===== src/design/bls_pkg.sv =====
// Package for the line stepper: widths, stream packing and the command
// record passed from the classifier to the stepper. No dependencies.
package bls_pkg;

   localparam int COORD_BITS    = 10;
   localparam int DELTA_BITS    = COORD_BITS + 1;
   localparam int ERR_BITS      = COORD_BITS + 4;
   localparam int COLOR_BITS    = 24;
   localparam int REQ_DATA_BITS = ((4 * COORD_BITS + COLOR_BITS + 7) / 8) * 8;
   localparam int RSP_PAY_BITS  = 2 * COORD_BITS + COLOR_BITS;
   localparam int RSP_DATA_BITS = ((RSP_PAY_BITS + 7) / 8) * 8;
   localparam int QUEUE_DEPTH   = 2;
   localparam int QPTR_BITS     = $clog2(QUEUE_DEPTH);
   localparam int QCNT_BITS     = $clog2(QUEUE_DEPTH + 1);

   typedef enum logic {
      MODE_START   = 1'b0,
      MODE_ADVANCE = 1'b1
   } mode_type;

   typedef struct packed {
      mode_type                     mode;
      logic [COORD_BITS-1:0]        cur_x;
      logic [COORD_BITS-1:0]        cur_y;
      logic [COORD_BITS-1:0]        stop_x;
      logic [COORD_BITS-1:0]        stop_y;
      logic [DELTA_BITS-1:0]        delta_x;
      logic [DELTA_BITS-1:0]        delta_y;
      logic signed [ERR_BITS-1:0]   err_term;
      logic                         steep;
      logic                         y_down;
      logic [COLOR_BITS-1:0]        color;
   } cmd_type;

endpackage


===== src/design/bls_front.sv =====
// Front end: accepts request transfers and classifies start items into a
// ready-to-step command record. Depends on bls_pkg.
module bls_front
   import bls_pkg::*;
(
   input  logic                     req_tvalid,
   output logic                     req_tready,
   input  logic [REQ_DATA_BITS-1:0] req_tdata,
   input  logic                     req_tuser,
   input  logic                     queue_full,
   output logic                     push,
   output cmd_type                  push_cmd
);

   logic [COORD_BITS-1:0]      ax, ay, bx, by;
   logic [COORD_BITS-1:0]      lo_x, lo_y, hi_x, hi_y;
   logic [DELTA_BITS-1:0]      dx, dy;
   logic                       y_down, steep;
   logic signed [ERR_BITS-1:0] dx_e, dy_e;

   assign ax = req_tdata[COORD_BITS-1:0];
   assign ay = req_tdata[2*COORD_BITS-1:COORD_BITS];
   assign bx = req_tdata[3*COORD_BITS-1:2*COORD_BITS];
   assign by = req_tdata[4*COORD_BITS-1:3*COORD_BITS];

   always_comb begin
      if (ax > bx) begin
         lo_x = bx;
         lo_y = by;
         hi_x = ax;
         hi_y = ay;
      end else begin
         lo_x = ax;
         lo_y = ay;
         hi_x = bx;
         hi_y = by;
      end
   end

   assign dx     = DELTA_BITS'(hi_x) - DELTA_BITS'(lo_x);
   assign y_down = hi_y < lo_y;
   assign dy     = y_down ? DELTA_BITS'(lo_y) - DELTA_BITS'(hi_y)
                          : DELTA_BITS'(hi_y) - DELTA_BITS'(lo_y);
   assign steep  = dy > dx;
   assign dx_e   = ERR_BITS'(dx);
   assign dy_e   = ERR_BITS'(dy);

   always_comb begin
      push_cmd.mode     = mode_type'(req_tuser);
      push_cmd.cur_x    = lo_x;
      push_cmd.cur_y    = lo_y;
      push_cmd.stop_x   = hi_x;
      push_cmd.stop_y   = hi_y;
      push_cmd.delta_x  = dx;
      push_cmd.delta_y  = dy;
      push_cmd.err_term = steep ? dy_e - (dx_e <<< 1) : (dy_e <<< 1) - dx_e;
      push_cmd.steep    = steep;
      push_cmd.y_down   = y_down;
      push_cmd.color    = req_tdata[4*COORD_BITS+COLOR_BITS-1:4*COORD_BITS];
   end

   assign req_tready = !queue_full;
   assign push       = req_tvalid && req_tready;

endmodule


===== src/design/bls_queue.sv =====
// Short command queue between the classifier and the stepper.
// Depends on bls_pkg.
module bls_queue
   import bls_pkg::*;
(
   input  logic    clock,
   input  logic    reset,
   input  logic    push,
   input  cmd_type push_cmd,
   input  logic    pop,
   output logic    full,
   output logic    empty,
   output cmd_type head_cmd
);

   cmd_type              entries_ff [QUEUE_DEPTH];
   logic [QPTR_BITS-1:0] wr_ptr_ff, wr_ptr_in;
   logic [QPTR_BITS-1:0] rd_ptr_ff, rd_ptr_in;
   logic [QCNT_BITS-1:0] count_ff, count_in;

   assign full     = count_ff == QCNT_BITS'(QUEUE_DEPTH);
   assign empty    = count_ff == '0;
   assign head_cmd = entries_ff[rd_ptr_ff];

   always_comb begin
      wr_ptr_in = push ? wr_ptr_ff + 1'b1 : wr_ptr_ff;
      rd_ptr_in = pop ? rd_ptr_ff + 1'b1 : rd_ptr_ff;
      count_in  = count_ff;
      if (push && !pop) begin
         count_in = count_ff + 1'b1;
      end else if (pop && !push) begin
         count_in = count_ff - 1'b1;
      end
   end

   always_ff @(posedge clock) begin
      if (reset) begin
         wr_ptr_ff <= '0;
         rd_ptr_ff <= '0;
         count_ff  <= '0;
      end else begin
         wr_ptr_ff <= wr_ptr_in;
         rd_ptr_ff <= rd_ptr_in;
         count_ff  <= count_in;
      end
   end

   always_ff @(posedge clock) begin
      if (push) begin
         entries_ff[wr_ptr_ff] <= push_cmd;
      end
   end

   a_no_overflow: assert property (@(posedge clock) disable iff (reset)
      push |-> (!full || pop))
      else $error("Queue written while full.");

   a_no_underflow: assert property (@(posedge clock) disable iff (reset)
      pop |-> !empty)
      else $error("Queue read while empty.");

   a_count_bound: assert property (@(posedge clock) disable iff (reset)
      count_ff <= QCNT_BITS'(QUEUE_DEPTH))
      else $error("Queue count out of range.");

endmodule


===== src/design/bls_back.sv =====
// Back end: holds the active line, steps the error recurrence once per
// command and drives the result register. Depends on bls_pkg.
module bls_back
   import bls_pkg::*;
(
   input  logic                     clock,
   input  logic                     reset,
   input  logic                     empty,
   input  cmd_type                  head_cmd,
   output logic                     pop,
   output logic                     rsp_tvalid,
   input  logic                     rsp_tready,
   output logic [RSP_DATA_BITS-1:0] rsp_tdata,
   output logic                     rsp_tuser,
   output logic                     rsp_tlast
);

   logic [COORD_BITS-1:0]      cur_x_ff, cur_x_in, cur_y_ff, cur_y_in;
   logic [COORD_BITS-1:0]      stop_x_ff, stop_x_in, stop_y_ff, stop_y_in;
   logic [DELTA_BITS-1:0]      dx_ff, dx_in, dy_ff, dy_in;
   logic signed [ERR_BITS-1:0] err_ff, err_in;
   logic                       steep_ff, steep_in, y_down_ff, y_down_in;
   logic [COLOR_BITS-1:0]      color_ff, color_in;
   logic                       busy_ff, busy_in;

   logic                       out_valid_ff, out_valid_in;
   logic [RSP_PAY_BITS-1:0]    out_data_ff, out_data_in;
   logic                       out_pix_ff, out_pix_in;
   logic                       out_last_ff, out_last_in;

   logic                       load, emit, fin;
   logic [COORD_BITS-1:0]      sx, sy, sstop_x, sstop_y, y_step;
   logic [DELTA_BITS-1:0]      sdx, sdy;
   logic signed [ERR_BITS-1:0] serr, dx2, dy2, err_mid;
   logic                       ssteep, sy_down;
   logic [COLOR_BITS-1:0]      scolor;

   assign pop  = !empty && (!out_valid_ff || rsp_tready);
   assign load = pop && (head_cmd.mode == MODE_START);
   assign emit = load || (pop && busy_ff);

   always_comb begin
      if (load) begin
         sx      = head_cmd.cur_x;
         sy      = head_cmd.cur_y;
         sstop_x = head_cmd.stop_x;
         sstop_y = head_cmd.stop_y;
         sdx     = head_cmd.delta_x;
         sdy     = head_cmd.delta_y;
         serr    = head_cmd.err_term;
         ssteep  = head_cmd.steep;
         sy_down = head_cmd.y_down;
         scolor  = head_cmd.color;
      end else begin
         sx      = cur_x_ff;
         sy      = cur_y_ff;
         sstop_x = stop_x_ff;
         sstop_y = stop_y_ff;
         sdx     = dx_ff;
         sdy     = dy_ff;
         serr    = err_ff;
         ssteep  = steep_ff;
         sy_down = y_down_ff;
         scolor  = color_ff;
      end
   end

   assign fin    = ssteep ? (sy == sstop_y) : (sx == sstop_x);
   assign dx2    = ERR_BITS'(sdx) <<< 1;
   assign dy2    = ERR_BITS'(sdy) <<< 1;
   assign y_step = sy_down ? sy - 1'b1 : sy + 1'b1;

   always_comb begin
      cur_x_in  = sx;
      cur_y_in  = sy;
      stop_x_in = sstop_x;
      stop_y_in = sstop_y;
      dx_in     = sdx;
      dy_in     = sdy;
      steep_in  = ssteep;
      y_down_in = sy_down;
      color_in  = scolor;
      busy_in   = busy_ff;
      err_mid   = serr;
      err_in    = serr;
      if (emit) begin
         busy_in = !fin;
         if (!fin) begin
            if (!ssteep) begin
               if (serr > 0) begin
                  cur_y_in = y_step;
                  err_mid  = serr - dx2;
               end
               cur_x_in = sx + 1'b1;
               err_in   = err_mid + dy2;
            end else begin
               if (serr < 0) begin
                  cur_x_in = sx + 1'b1;
                  err_mid  = serr + dy2;
               end
               cur_y_in = y_step;
               err_in   = err_mid - dx2;
            end
         end
      end
   end

   always_comb begin
      out_valid_in = out_valid_ff;
      out_data_in  = out_data_ff;
      out_pix_in   = out_pix_ff;
      out_last_in  = out_last_ff;
      if (pop) begin
         out_valid_in = 1'b1;
         out_pix_in   = emit;
         out_last_in  = emit && fin;
         out_data_in  = emit ? {scolor, sy, sx} : '0;
      end else if (rsp_tready) begin
         out_valid_in = 1'b0;
      end
   end

   always_ff @(posedge clock) begin
      if (reset) begin
         busy_ff      <= 1'b0;
         out_valid_ff <= 1'b0;
      end else begin
         busy_ff      <= busy_in;
         out_valid_ff <= out_valid_in;
      end
   end

   always_ff @(posedge clock) begin
      cur_x_ff    <= cur_x_in;
      cur_y_ff    <= cur_y_in;
      stop_x_ff   <= stop_x_in;
      stop_y_ff   <= stop_y_in;
      dx_ff       <= dx_in;
      dy_ff       <= dy_in;
      err_ff      <= err_in;
      steep_ff    <= steep_in;
      y_down_ff   <= y_down_in;
      color_ff    <= color_in;
      out_data_ff <= out_data_in;
      out_pix_ff  <= out_pix_in;
      out_last_ff <= out_last_in;
   end

   assign rsp_tvalid = out_valid_ff;
   assign rsp_tdata  = RSP_DATA_BITS'(out_data_ff);
   assign rsp_tuser  = out_pix_ff;
   assign rsp_tlast  = out_last_ff;

   a_last_ends_line: assert property (@(posedge clock) disable iff (reset)
      (emit && fin) |=> !busy_ff)
      else $error("Line still active after its last pixel.");

   a_idle_result_empty: assert property (@(posedge clock) disable iff (reset)
      (out_valid_ff && !out_pix_ff) |-> (out_data_ff == '0 && !out_last_ff))
      else $error("Result without a pixel carries data.");

   a_last_needs_pixel: assert property (@(posedge clock) disable iff (reset)
      out_last_ff |-> out_pix_ff)
      else $error("Last flag set on a result without a pixel.");

endmodule


===== src/design/bresenham_line_stepper_top.sv =====
// Top level of the line stepper: classifier, command queue and stepper.
// Depends on bls_pkg, bls_front, bls_queue and bls_back.
//
//   Channel  Direction  Sideband            Content
//   req      in         tuser = mode        tdata: start_x, start_y, end_x, end_y, line_color
//   rsp      out        tuser = pixel_valid tdata: pixel_x, pixel_y, pixel_color; tlast = last
//
// One pixel per cycle is sustained while the queue holds commands and the response side
// accepts: the stepper updates the error term and coordinates with one compare and two adds per cycle.
// A request is registered in the command queue and then in the response register.
// Reset clears the active line, the queue and the response register.
// The two-entry queue lets the request side keep moving while a response stalls, until it fills.
module bresenham_line_stepper_top
   import bls_pkg::*;
(
   input  logic                     clock,
   input  logic                     reset,
   input  logic                     req_tvalid,
   output logic                     req_tready,
   input  logic [REQ_DATA_BITS-1:0] req_tdata,  // start_x, start_y, end_x, end_y, line_color
   input  logic                     req_tuser,  // mode
   output logic                     rsp_tvalid,
   input  logic                     rsp_tready,
   output logic [RSP_DATA_BITS-1:0] rsp_tdata,  // pixel_x, pixel_y, pixel_color, zero pad
   output logic                     rsp_tuser,  // pixel_valid
   output logic                     rsp_tlast
);

   logic    queue_full, queue_empty, push, pop;
   cmd_type push_cmd, head_cmd;

   bls_front u_front (
      .req_tvalid (req_tvalid),
      .req_tready (req_tready),
      .req_tdata  (req_tdata),
      .req_tuser  (req_tuser),
      .queue_full (queue_full),
      .push       (push),
      .push_cmd   (push_cmd)
   );

   bls_queue u_queue (
      .clock    (clock),
      .reset    (reset),
      .push     (push),
      .push_cmd (push_cmd),
      .pop      (pop),
      .full     (queue_full),
      .empty    (queue_empty),
      .head_cmd (head_cmd)
   );

   bls_back u_back (
      .clock      (clock),
      .reset      (reset),
      .empty      (queue_empty),
      .head_cmd   (head_cmd),
      .pop        (pop),
      .rsp_tvalid (rsp_tvalid),
      .rsp_tready (rsp_tready),
      .rsp_tdata  (rsp_tdata),
      .rsp_tuser  (rsp_tuser),
      .rsp_tlast  (rsp_tlast)
   );

endmodule


===== config.mk =====
export PLATFORM = sky130hd
export DESIGN_NAME = bresenham_line_stepper_top
export DESIGN_NICKNAME = d
export VERILOG_FILES = /design/src/design/bls_pkg.sv /design/src/design/bls_front.sv /design/src/design/bls_queue.sv /design/src/design/bls_back.sv /design/src/design/bresenham_line_stepper_top.sv
export SDC_FILE = /design/constraint.sdc
export NUM_CORES = 1
export LEC_CHECK = 0
export ABC_AREA = 1
export BUFFER_PORTS_ARGS = -buffer_cell sky130_fd_sc_hd__buf_2
export CAP_MARGIN = 0
export CORE_ASPECT_RATIO = 1.25
export CORE_MARGIN = 3
export CORE_UTILIZATION = 65
export DETAILED_ROUTE_END_ITERATION = 16
export PLACE_DENSITY = 0.83
export SLEW_MARGIN = 5
export SYNTH_ARGS = -nofsm -noshare
export SYNTH_HDL_FRONTEND = slang
export SYNTH_HIERARCHICAL = 1
export SYNTH_SLANG_ARGS = --single-unit

===== constraint.sdc =====
create_clock -name clock -period 14.06 [get_ports clock]
set_input_delay 0 -clock clock [delete_from_list [all_inputs] [get_ports clock]]
set_output_delay 0 -clock clock [all_outputs]
set_load 0.01 [all_outputs]

==> key figures, run 1 <==
Status
  • Status: finished, final reports clean

Global routing
  • Total grt overflow: 0
  • Largest net degree at the start of global routing: 85
  • Vias in the first global route: 16200
  • Antenna violations before repair: 0
  • First-pass GRT wire length: 84000 µm
  • Total GRT Usage: 29.8%

Die
  • Die Y: 207 µm
  • Initial cell density of the core: 66.0%
  • I/O pin cnt: 121
  • Die area: 34600 µm²
  • Row count: 73
  • Die span in x: 167 µm
  • Area of the core: 31900 µm²

Timing
  • Setup Total Neg Slack: 0 ns
  • Slew HR: 21.6%
  • Clock skew: 0.0159 ns
  • Final Critical Period: 6.66 ns
  • Final Setup Violations: 0
  • Final Cycle Share: 47.4%
  • Final Max Tran Viols: 0
  • Worst-Margin Slew: 1.17 ns
  • Final Hold Viols: 0
  • Final worst slack: 7.40 ns
  • F_max: 150 MHz
  • Fin Hold WS: 0.0151 ns
  • Setup repair after global routing missed its margin: no

Final layout
  • Most common cell after layout, fill and taps aside: nand2_1
  • Fin cells: 2891
  • Layout cells sized above 1: 17.0%
  • Post-layout nets: 2624
  • Antenna cells: 0
  • Area growth from synthesis to layout: 11.4%
  • Commonest cells after routing, fill and taps aside: nand2_1 (507), inv_1 (290), edfxtp_1 (252)

Synth
  • Seq cells post-synth: 361
  • Post-synth EDFFs: 252
  • Seq/Total Area, Yosys: 46.3%
  • Async SR Flop Fraction: 0%
  • Syn_area_per_cell: 9.08 µm²
  • Ys Warns: 6
  • Synth Cell Area: 21000 µm²
  • Yosys cell types: 68
  • Area contributors post-synth: edfxtp_1 (36%), dfxtp_1 (10%), nand2_1 (9.0%)
  • Dominant cell type by area after synthesis: edfxtp_1
  • Top cell type's share of synthesized area: 36.0%
  • Ys flop type: edfxtp_1
  • Cells after Synth: 2316

Worst setup path
  • Critical Path Source Type: flop
  • WP data required: 14.51 ns
  • Crit-path max FO: 65
  • Slowest cell on crit path: dfxtp_4
  • Crit path max-delay family: buffers and inverters
  • Critical path arrival: 7.10 ns
  • CP max stage delay: 0.81 ns
  • Crit-path most repeated cell: nand2_1
  • Bufs and invs on worst path: 4
  • Crit path kind: reg2reg
  • CP Capture Type: flop

Drt
  • Post-DR vias/cell: 5.69
  • Routed WL: 52700 µm
  • Via count: 16400
  • Wire length per cell: 18.2 µm
  • DRC Markers: 0
  • Router iterations before antenna repair: 6
  • Count of antenna-violating nets left after detailed routing: 0
  • First DRT Iteration DRCs: 1490

Clocking
  • H-tree depth: 2
  • Clock Sinks: 361
  • TritonCTS Buffers: 34
  • Clk root buf: clkbuf_16
  • Clk_lat worst skew: 0.52 ns
  • CTS max path bufs: 3
  • CTS clk-pin slew, worst paths: 0.07 ns
  • TritonCTS clock tree: yes
  • Post-cts resize count: 0

Worst hold path
  • HP Class: in2reg

Placed design
  • Worst slack, placed: 7.48 ns
  • RePlAce Congestion: 0.979
  • Buffers on Ports: 116
  • Detailed-placement wirelength estimate: 38200 µm
  • Inst Count DP: 2757

Job
  • Max Cap Viol: 0
## layer usage
metal / global-route usage [%] / vias to the layer above / part of all wire, %
met3: 2.94 / 94 / 5.5
met2: 50.1 / 580 / 48
met1: 41.3 / 7752 / 44
met5: 0 / - / 0
met4: 9.19 / 0 / 2.9
li1: - / 8020 / -
## cell usage after synthesis (4+ instances only)
cell	n
o21ai_2	22
or2_2	44
a21oi_2	4
mux2_2	103
fa_1	6
nand2_1	507
nor3_1	13
a21oi_1	129
o211ai_1	6
nand2_2	16
inv_2	15
buf_2	12
buf_4	35
nor2_1	125
o21a_1	5
nand3_2	14
inv_1	292
buf_1	4
o22ai_1	9
o21ai_1	27
o21ai_4	6
a21boi_1	5
a31oi_1	5
edfxtp_1	252
buf_6	25
o21ai_0	113
o21bai_1	10
xnor2_1	15
clkbuf_1	22
nand4_1	29
a211oi_1	29
ha_1	94
or2_1	11
dfxtp_1	109
nand3_1	90
xor2_1	59
## through the flow
stage	utilization, %	cell area [µm²]
final	73.5	23400
after global routing	73.5	23400
after CTS	73.5	23400
after detailed placement	67.5	21500
after global placement	67.5	21500
after floorplan	-	21000
## path summary, 6_finish.rpt
kind | start | to | slack (ns) | cells past startpoint
max | flop | u_back/err_ff[12] | 7.40 | 25
min | req_tdata[7] | u_queue/entries_ff[0][79] | 0.02 | 3
max reg2reg | flop | u_back/err_ff[12] | 7.40 | 25
min reg2reg | u_back/err_ff[0] | u_back/err_ff[0] | 0.48 | 2
## tightest hold or removal path: stages
cell     delay [ns]
buf_2          0.10
inv_1          0.06
o21ai_0        0.16
## state kept, by name, indices dropped and copies added (netlist names), named ones only
register            cells
u_back/out_data_ff     44
u_back/y_down_ff        1
u_back/stop_y_ff       10
u_queue/entries_ff    206
u_back/steep_ff         1
u_back/rsp_tlast        1
u_back/busy_ff          1
u_queue/wr_ptr_ff       1
u_back/color_ff        24
u_queue/count_ff        2
u_back/err_ff          14
u_back/cur_y_ff        10
u_back/stop_x_ff       10
u_back/cur_x_ff        10
u_back/rsp_tuser        1
u_back/dx_ff           11
u_back/dy_ff           11
u_back/rsp_tvalid       1
u_queue/rd_ptr_ff       1
## cell type report
type / count / area, µm²
clock buffers: 46 / 936
clock inverters: 14 / 220
fillers: 2315 / 8450
inverters: 308 / 1160
multi-input cells: 1552 / 9460
flip-flops and latches: 361 / 9750
well taps: 412 / 515
repair buffers: 198 / 1380
## cells by family after synthesis
logic type | Yosys count | synth area share, %
other | 1 | 0.0178
buffers and inverters | 406 | 8.84
AOI/OAI and AO/OA | 391 | 11.3
and+or+nand+nor | 876 | 18.6
xor gates and xnor gates | 74 | 3.08
DFF | 361 | 46.3
adders and majority gates | 100 | 6.16
muxes | 107 | 5.72
## timing repair
action                                 CTS  global route
endpoints found under the hold margin  130             0
hold buffers                            74             0
setup buffers                            0             0
Power of run 1 is left out: the tool's default activity adds up to more than one toggle a clock period on the data nets, which glitch-free logic cannot reach.
==> run 2, diff against run 1 <==
--- a/config.mk
+++ b/config.mk
@@ -10,9 +10,9 @@
 export CAP_MARGIN = 0
 export CORE_ASPECT_RATIO = 1.25
 export CORE_MARGIN = 3
-export CORE_UTILIZATION = 65
+export CORE_UTILIZATION = 56
 export DETAILED_ROUTE_END_ITERATION = 16
-export PLACE_DENSITY = 0.83
+export PLACE_DENSITY = 0.76
 export SLEW_MARGIN = 5
 export SYNTH_ARGS = -nofsm -noshare
 export SYNTH_HDL_FRONTEND = slang
==> constraint.sdc (replaced) <==
create_clock -name clock -period 5.73 [get_ports clock]
set_input_delay 0 -clock clock [delete_from_list [all_inputs] [get_ports clock]]
set_output_delay 0 -clock clock [all_outputs]
set_load 0.01 [all_outputs]
==> key figures, run 2 (synthesis gave the netlist of run 1 again) <==
Global routing
  • Antenna violations before repair: 0 (unchanged)
  • First-pass GRT wire length: 80900 µm (was 84000 µm)
  • Largest net degree at the start of global routing: 82 (was 85)
  • Total grt overflow: 0 (unchanged)
  • GRT met3 Usage: 3.21% (was 2.94%)
  • Met2 Use GR: 42.5% (was 50.1%)
  • Gr busiest metal: met2 (unchanged)
  • Total GRT Usage: 25.4% (was 29.8%)
  • Vias in the first global route: 16000 (was 16200)
  • Met1 Use GR: 33.9% (was 41.3%)

Final layout
  • Max reg flops: 206 (unchanged)
  • Layout cells sized above 1: 17.7% (was 17.0%)
  • Most flops, register: u_queue/entries_ff (unchanged)
  • Area growth from synthesis to layout: 12.0% (was 11.4%)
  • Top flop regs: u_queue/entries_ff x206, u_back/out_data_ff x44, u_back/color_ff x24 (unchanged)
  • Post-layout nets: 2639 (was 2624)
  • Commonest cells after routing, fill and taps aside: nand2_1 (507), inv_1 (290), edfxtp_1 (252) (unchanged)
  • Antenna cells: 0 (unchanged)
  • Most common cell after layout, fill and taps aside: nand2_1 (unchanged)

Worst setup path
  • Crit path kind: in2reg (was reg2reg)
  • Critical Path Source Type: input pin (was flop)
  • CP Capture Type: flop (unchanged)
  • WP data required: 6.10 ns (was 14.51 ns)
  • Crit-path max FO: 40 (was 65)
  • Critical path arrival: 5.69 ns (was 7.10 ns)

Die
  • Row count: 78 (was 73)
  • Initial cell density of the core: 57.3% (was 66.0%)
  • Area of the core: 36700 µm² (was 31900 µm²)
  • I/O pin cnt: 121 (unchanged)
  • Die area: 39900 µm² (was 34600 µm²)
  • Die span in x: 179 µm (was 167 µm)
  • Die Y: 223 µm (was 207 µm)

Timing
  • Final Hold Viols: 0 (unchanged)
  • Worst-Margin Slew: 1.03 ns (was 1.17 ns)
  • Setup Total Neg Slack: 0 ns (unchanged)
  • Fin Hold WS: 0.0228 ns (was 0.0151 ns)
  • Setup repair after global routing missed its margin: no (unchanged)
  • F_max: 188 MHz
  • Final Max Tran Viols: 0 (unchanged)
  • Final Setup Violations: 0 (unchanged)
  • Slew HR: 30.9% (was 21.6%)
  • Final Cycle Share: 92.8%
  • Clock skew: 0.0254 ns (was 0.0159 ns)
  • Final Critical Period: 5.32 ns

Clocking
  • Clock Sinks: 361 (unchanged)
  • H-tree depth: 2 (unchanged)
  • TritonCTS Buffers: 35 (was 34)
  • CTS max path bufs: 3 (unchanged)
  • Clk root buf: clkbuf_16 (unchanged)
  • Clk_lat worst skew: 0.54 ns (was 0.52 ns)
  • CTS clk-pin slew, worst paths: 0.06 ns (was 0.07 ns)
  • TritonCTS clock tree: yes (unchanged)
  • Setup bufs post-CTS: 0 (unchanged)

Drt
  • Wire length per cell: 17.2 µm (was 18.2 µm)
  • Routed WL: 51200 µm (was 52700 µm)
  • Via count: 16400 (about the same)
  • Post-DR vias/cell: 5.50 (was 5.69)
  • Router iterations before antenna repair: 6 (unchanged)
  • First DRT Iteration DRCs: 1263 (was 1490)
  • Count of antenna-violating nets left after detailed routing: 0 (unchanged)
  • DRC Markers: 0 (unchanged)

Placed design
  • Buffers on Ports: 116 (unchanged)
  • RePlAce Congestion: 0.959 (was 0.979)
  • Detailed-placement wirelength estimate: 37200 µm (was 38200 µm)

Status
  • Status: finished, final reports clean (unchanged)

Worst hold path
  • HP Class: in2reg (unchanged)

Job
  • Max Cap Viol: 0 (unchanged)
## run 2: area by class of cell
class | count | area, µm²
well taps | 480 | 601
flip-flops and latches | 361 | 9750
clock inverters | 17 | 141
fillers | 2958 | 13100
multi-input cells | 1552 | 9460
inverters | 308 | 1160
repair buffers | 212 | 1490
clock buffers | 47 | 963
## run 2: what timing repair did
| item | CTS | global route |
|---|---|---|
| hold buffers | 68 | 0 |
| endpoints found under the setup margin | 0 | 30 |
| resized for setup | 0 | 2 |
| hold endpoints to repair | 123 | 0 |
## run 2: routing by layer
layer / vias up / routed length (µm)
met5: - / 0
met3: 118 / 3150
li1: 8061 / -
met4: 0 / 1780
met1: 7637 / 21900
met2: 550 / 24400
## run 2: path summary, 6_finish.rpt
| path | startpoint | end | slack, ns | cells past startpoint |
|---|---|---|---|---|
| worst min register to register | u_back/stop_y_ff[0] | u_back/stop_y_ff[0] | 0.47 | 2 |
| worst min-delay path | req_tdata[26] | u_queue/entries_ff[0][78] | 0.02 | 3 |
| worst max register to register | flop | u_back/err_ff[13] | 0.61 | 26 |
| worst max-delay path | req_tdata[9] | u_queue/entries_ff[0][38] | 0.41 | 28 |
## run 2: critical path, stage by stage
cell and delay (ns):
dlygate4sd3_1 0.53, buf_2 0.14, ha_1 0.32, nand2_1 0.14
inv_1 0.09, a21oi_2 0.18, nand3_2 0.19, nand2_2 0.38
buf_6 0.33, nand2_1 0.09, o21ai_1 0.26, nand2_1 0.17
nand3_1 0.14, nand2_2 0.08, nand2_1 0.08, a21boi_1 0.09
o21bai_1 0.25, a21boi_1 0.11, o21ai_1 0.15, xor2_1 0.44
ha_1 0.32, nand2_1 0.12, nor2_1 0.06, a211oi_1 0.22
nand3_2 0.33, nand2_4 0.27, nand2_1 0.08, nand2_1 0.10
## run 2: stage by stage
| step | util [%] | std cells | area (µm²) | setup slack, ns |
|---|---|---|---|---|
| after floorplan | - | 2319 | 21000 | 0.203 |
| after global placement | 59.3 | 2845 | 21800 | 0.525 |
| after detailed placement | 59.3 | 2845 | 21800 | 0.415 |
| after CTS | 64.2 | 2977 | 23600 | 0.417 |
| after global routing | 64.2 | 2977 | 23600 | 0.00190 |
| final | 64.2 | 2977 | 23600 | 0.413 |
Power of run 2 is left out for the same reason.
==> run 3, diff against run 2 <==
--- a/config.mk
+++ b/config.mk
@@ -8,7 +8,7 @@
 export ABC_AREA = 1
 export BUFFER_PORTS_ARGS = -buffer_cell sky130_fd_sc_hd__buf_2
 export CAP_MARGIN = 0
-export CORE_ASPECT_RATIO = 1.25
+export CORE_ASPECT_RATIO = 0.8
 export CORE_MARGIN = 3
 export CORE_UTILIZATION = 56
 export DETAILED_ROUTE_END_ITERATION = 16
==> key figures, run 3 (synthesis gave the netlist of run 1 again) <==
Final layout
  • Top flop regs: u_queue/entries_ff x206, u_back/out_data_ff x44, u_back/color_ff x24 (unchanged)
  • Max reg flops: 206 (unchanged)
  • Fillers: 2960 (was 2958)
  • Most flops, register: u_queue/entries_ff (unchanged)
  • Post-layout nets: 2639 (unchanged)
  • Area growth from synthesis to layout: 12.0% (about the same)
  • Commonest cells after routing, fill and taps aside: nand2_1 (507), inv_1 (290), edfxtp_1 (252) (unchanged)
  • Most common cell after layout, fill and taps aside: nand2_1 (unchanged)
  • Layout cells sized above 1: 18.0% (was 17.7%)

Die
  • Area of the core: 36500 µm² (was 36700 µm²)
  • Die span in x: 223 µm (was 179 µm)
  • Initial cell density of the core: 57.7% (was 57.3%)
  • Row count: 62 (was 78)
  • I/O pin cnt: 121 (unchanged)
  • Die Y: 179 µm (was 223 µm)
  • Die area: 39900 µm² (unchanged)

Clocking
  • CTS clk-pin slew, worst paths: 0.06 ns (about the same)
  • Clock Sinks: 361 (unchanged)
  • TritonCTS Buffers: 37 (was 35)
  • Clk root buf: clkbuf_16 (unchanged)
  • TritonCTS clock tree: yes (unchanged)
  • H-tree depth: 2 (unchanged)
  • Clk_lat worst skew: 0.53 ns (was 0.54 ns)
  • CTS max path bufs: 3 (unchanged)
  • Post-cts resize count: 0 (unchanged)

Timing
  • Final Hold Viols: 0 (unchanged)
  • Slew HR: 39.1% (was 30.9%)
  • Final Critical Period: 5.16 ns (was 5.32 ns)
  • Worst-Margin Slew: 0.914 ns (was 1.03 ns)
  • Setup Total Neg Slack: 0 ns (unchanged)
  • Final Max Tran Viols: 0 (unchanged)
  • Final Cycle Share: 90.0% (was 92.8%)
  • Clock skew: 0.0264 ns (was 0.0254 ns)
  • Fin Hold WS: 0.0258 ns (was 0.0228 ns)
  • Final Setup Violations: 0 (unchanged)
  • Final worst slack: 0.571 ns (was 0.413 ns)
  • F_max: 194 MHz (was 188 MHz)
  • Setup repair after global routing missed its margin: no (unchanged)

Drt
  • Wire length per cell: 17.8 µm (was 17.2 µm)
  • DRC Markers: 0 (unchanged)
  • Post-DR vias/cell: 5.52 (was 5.50)
  • Router iterations before antenna repair: 5 (was 6)
  • Count of antenna-violating nets left after detailed routing: 0 (unchanged)
  • Via count: 16400 (about the same)
  • Routed WL: 53000 µm (was 51200 µm)
  • First DRT Iteration DRCs: 1525 (was 1263)

Placed design
  • RePlAce Congestion: 0.960 (was 0.959)
  • Worst slack, placed: 0.602 ns (was 0.415 ns)
  • Buffers on Ports: 116 (unchanged)
  • Detailed-placement wirelength estimate: 38600 µm (was 37200 µm)

Worst setup path
  • Crit path kind: in2reg (unchanged)
  • Crit-path max FO: 29 (was 40)
  • Critical path arrival: 5.42 ns (was 5.69 ns)
  • WP data required: 5.99 ns (was 6.10 ns)
  • CP Capture Type: flop (unchanged)
  • Critical Path Source Type: input pin (unchanged)

Global routing
  • First-pass GRT wire length: 83100 µm (was 80900 µm)
  • Vias in the first global route: 15400 (was 16000)
  • Total grt overflow: 0 (unchanged)
  • Antenna violations before repair: 0 (unchanged)
  • Largest net degree at the start of global routing: 103 (was 82)
  • Total GRT Usage: 26.1% (was 25.4%)

Status
  • Status: finished, final reports clean (unchanged)

Job
  • Max Cap Viol: 0 (unchanged)

Worst hold path
  • HP Class: in2reg (unchanged)
[run 3: changes by cell type in the layout (fill, tap and decap cells not counted), sizes merged]
| cell | change |
|---|---|
| buf | +8 |
| clkbuf | +2 |
| diode | +1 |
| bufinv | +1 |
| dlygate4sd3 | -10 |
[run 3: final timing paths]
kind | startpoint | to | slack, ns | cells after the start
worst max register to register | flop | u_back/err_ff[8] | 0.74 | 19
worst min-delay path | req_tdata[15] | u_queue/entries_ff[0][87] | 0.03 | 3
worst max-delay path | req_tdata[22] | u_queue/entries_ff[0][28] | 0.57 | 28
worst min register to register | u_back/err_ff[0] | u_back/err_ff[0] | 0.47 | 2
[run 3: area by class of cell]
type	count	area (µm²)	share of cell area (%)
Timing Repair Buffer	210	1440	6.13
Multi-Input combinational cell	1552	9460	40.1
Clock inverter	18	159	0.674
Clock buffer	49	981	4.16
Sequential cell	361	9750	41.4
Inverter	308	1160	4.93
Tap cell	480	601	2.55
Antenna cell	1	2.50	0.0106
[run 3: metrics by stage]
step	util [%]	cell area, µm²	std cells
floorplan	-	21000	2319
global placement	59.8	21800	2850
detailed placement	59.8	21800	2850
CTS	64.6	23500	2975
global route	64.6	23600	2978
finish	64.6	23600	2979
[run 3: layer usage]
| layer | up-vias | wire length [µm] | GRT usage (%) |
|---|---|---|---|
| li1 | 8070 | - | - |
| met1 | 7738 | 26500 | 40.8 |
| met2 | 569 | 21800 | 38.8 |
| met3 | 58 | 3880 | 3.99 |
| met4 | 0 | 803 | 5.37 |
| met5 | - | 0 | 0 |
[run 3: worst max-delay path, stage by stage]
cell           delay [ns]
dlygate4sd3_1        0.52
buf_2                0.12
inv_1                0.04
ha_1                 0.41
nand2_1              0.15
nor2_1               0.18
nand3_2              0.17
nand2_2              0.23
buf_4                0.32
nand2_1              0.10
o21ai_1              0.16
nand2_1              0.11
ha_1                 0.22
a21o_1               0.18
nand3_1              0.07
nand2_1              0.13
a21oi_2              0.28
o21bai_1             0.11
xor2_1               0.42
ha_1                 0.37
a21oi_1              0.18
nor2_1               0.06
a211oi_1             0.28
nand3_2              0.11
buf_4                0.20
buf_4                0.16
nand3_1              0.06
nand2_1              0.08
[run 3: what timing repair did]
item	CTS	global route
hold buffers	58	0
setup buffers	0	3
endpoints found under the setup margin	0	4
hold endpoints to repair	111	0
Power of run 3 is left out for the same reason.
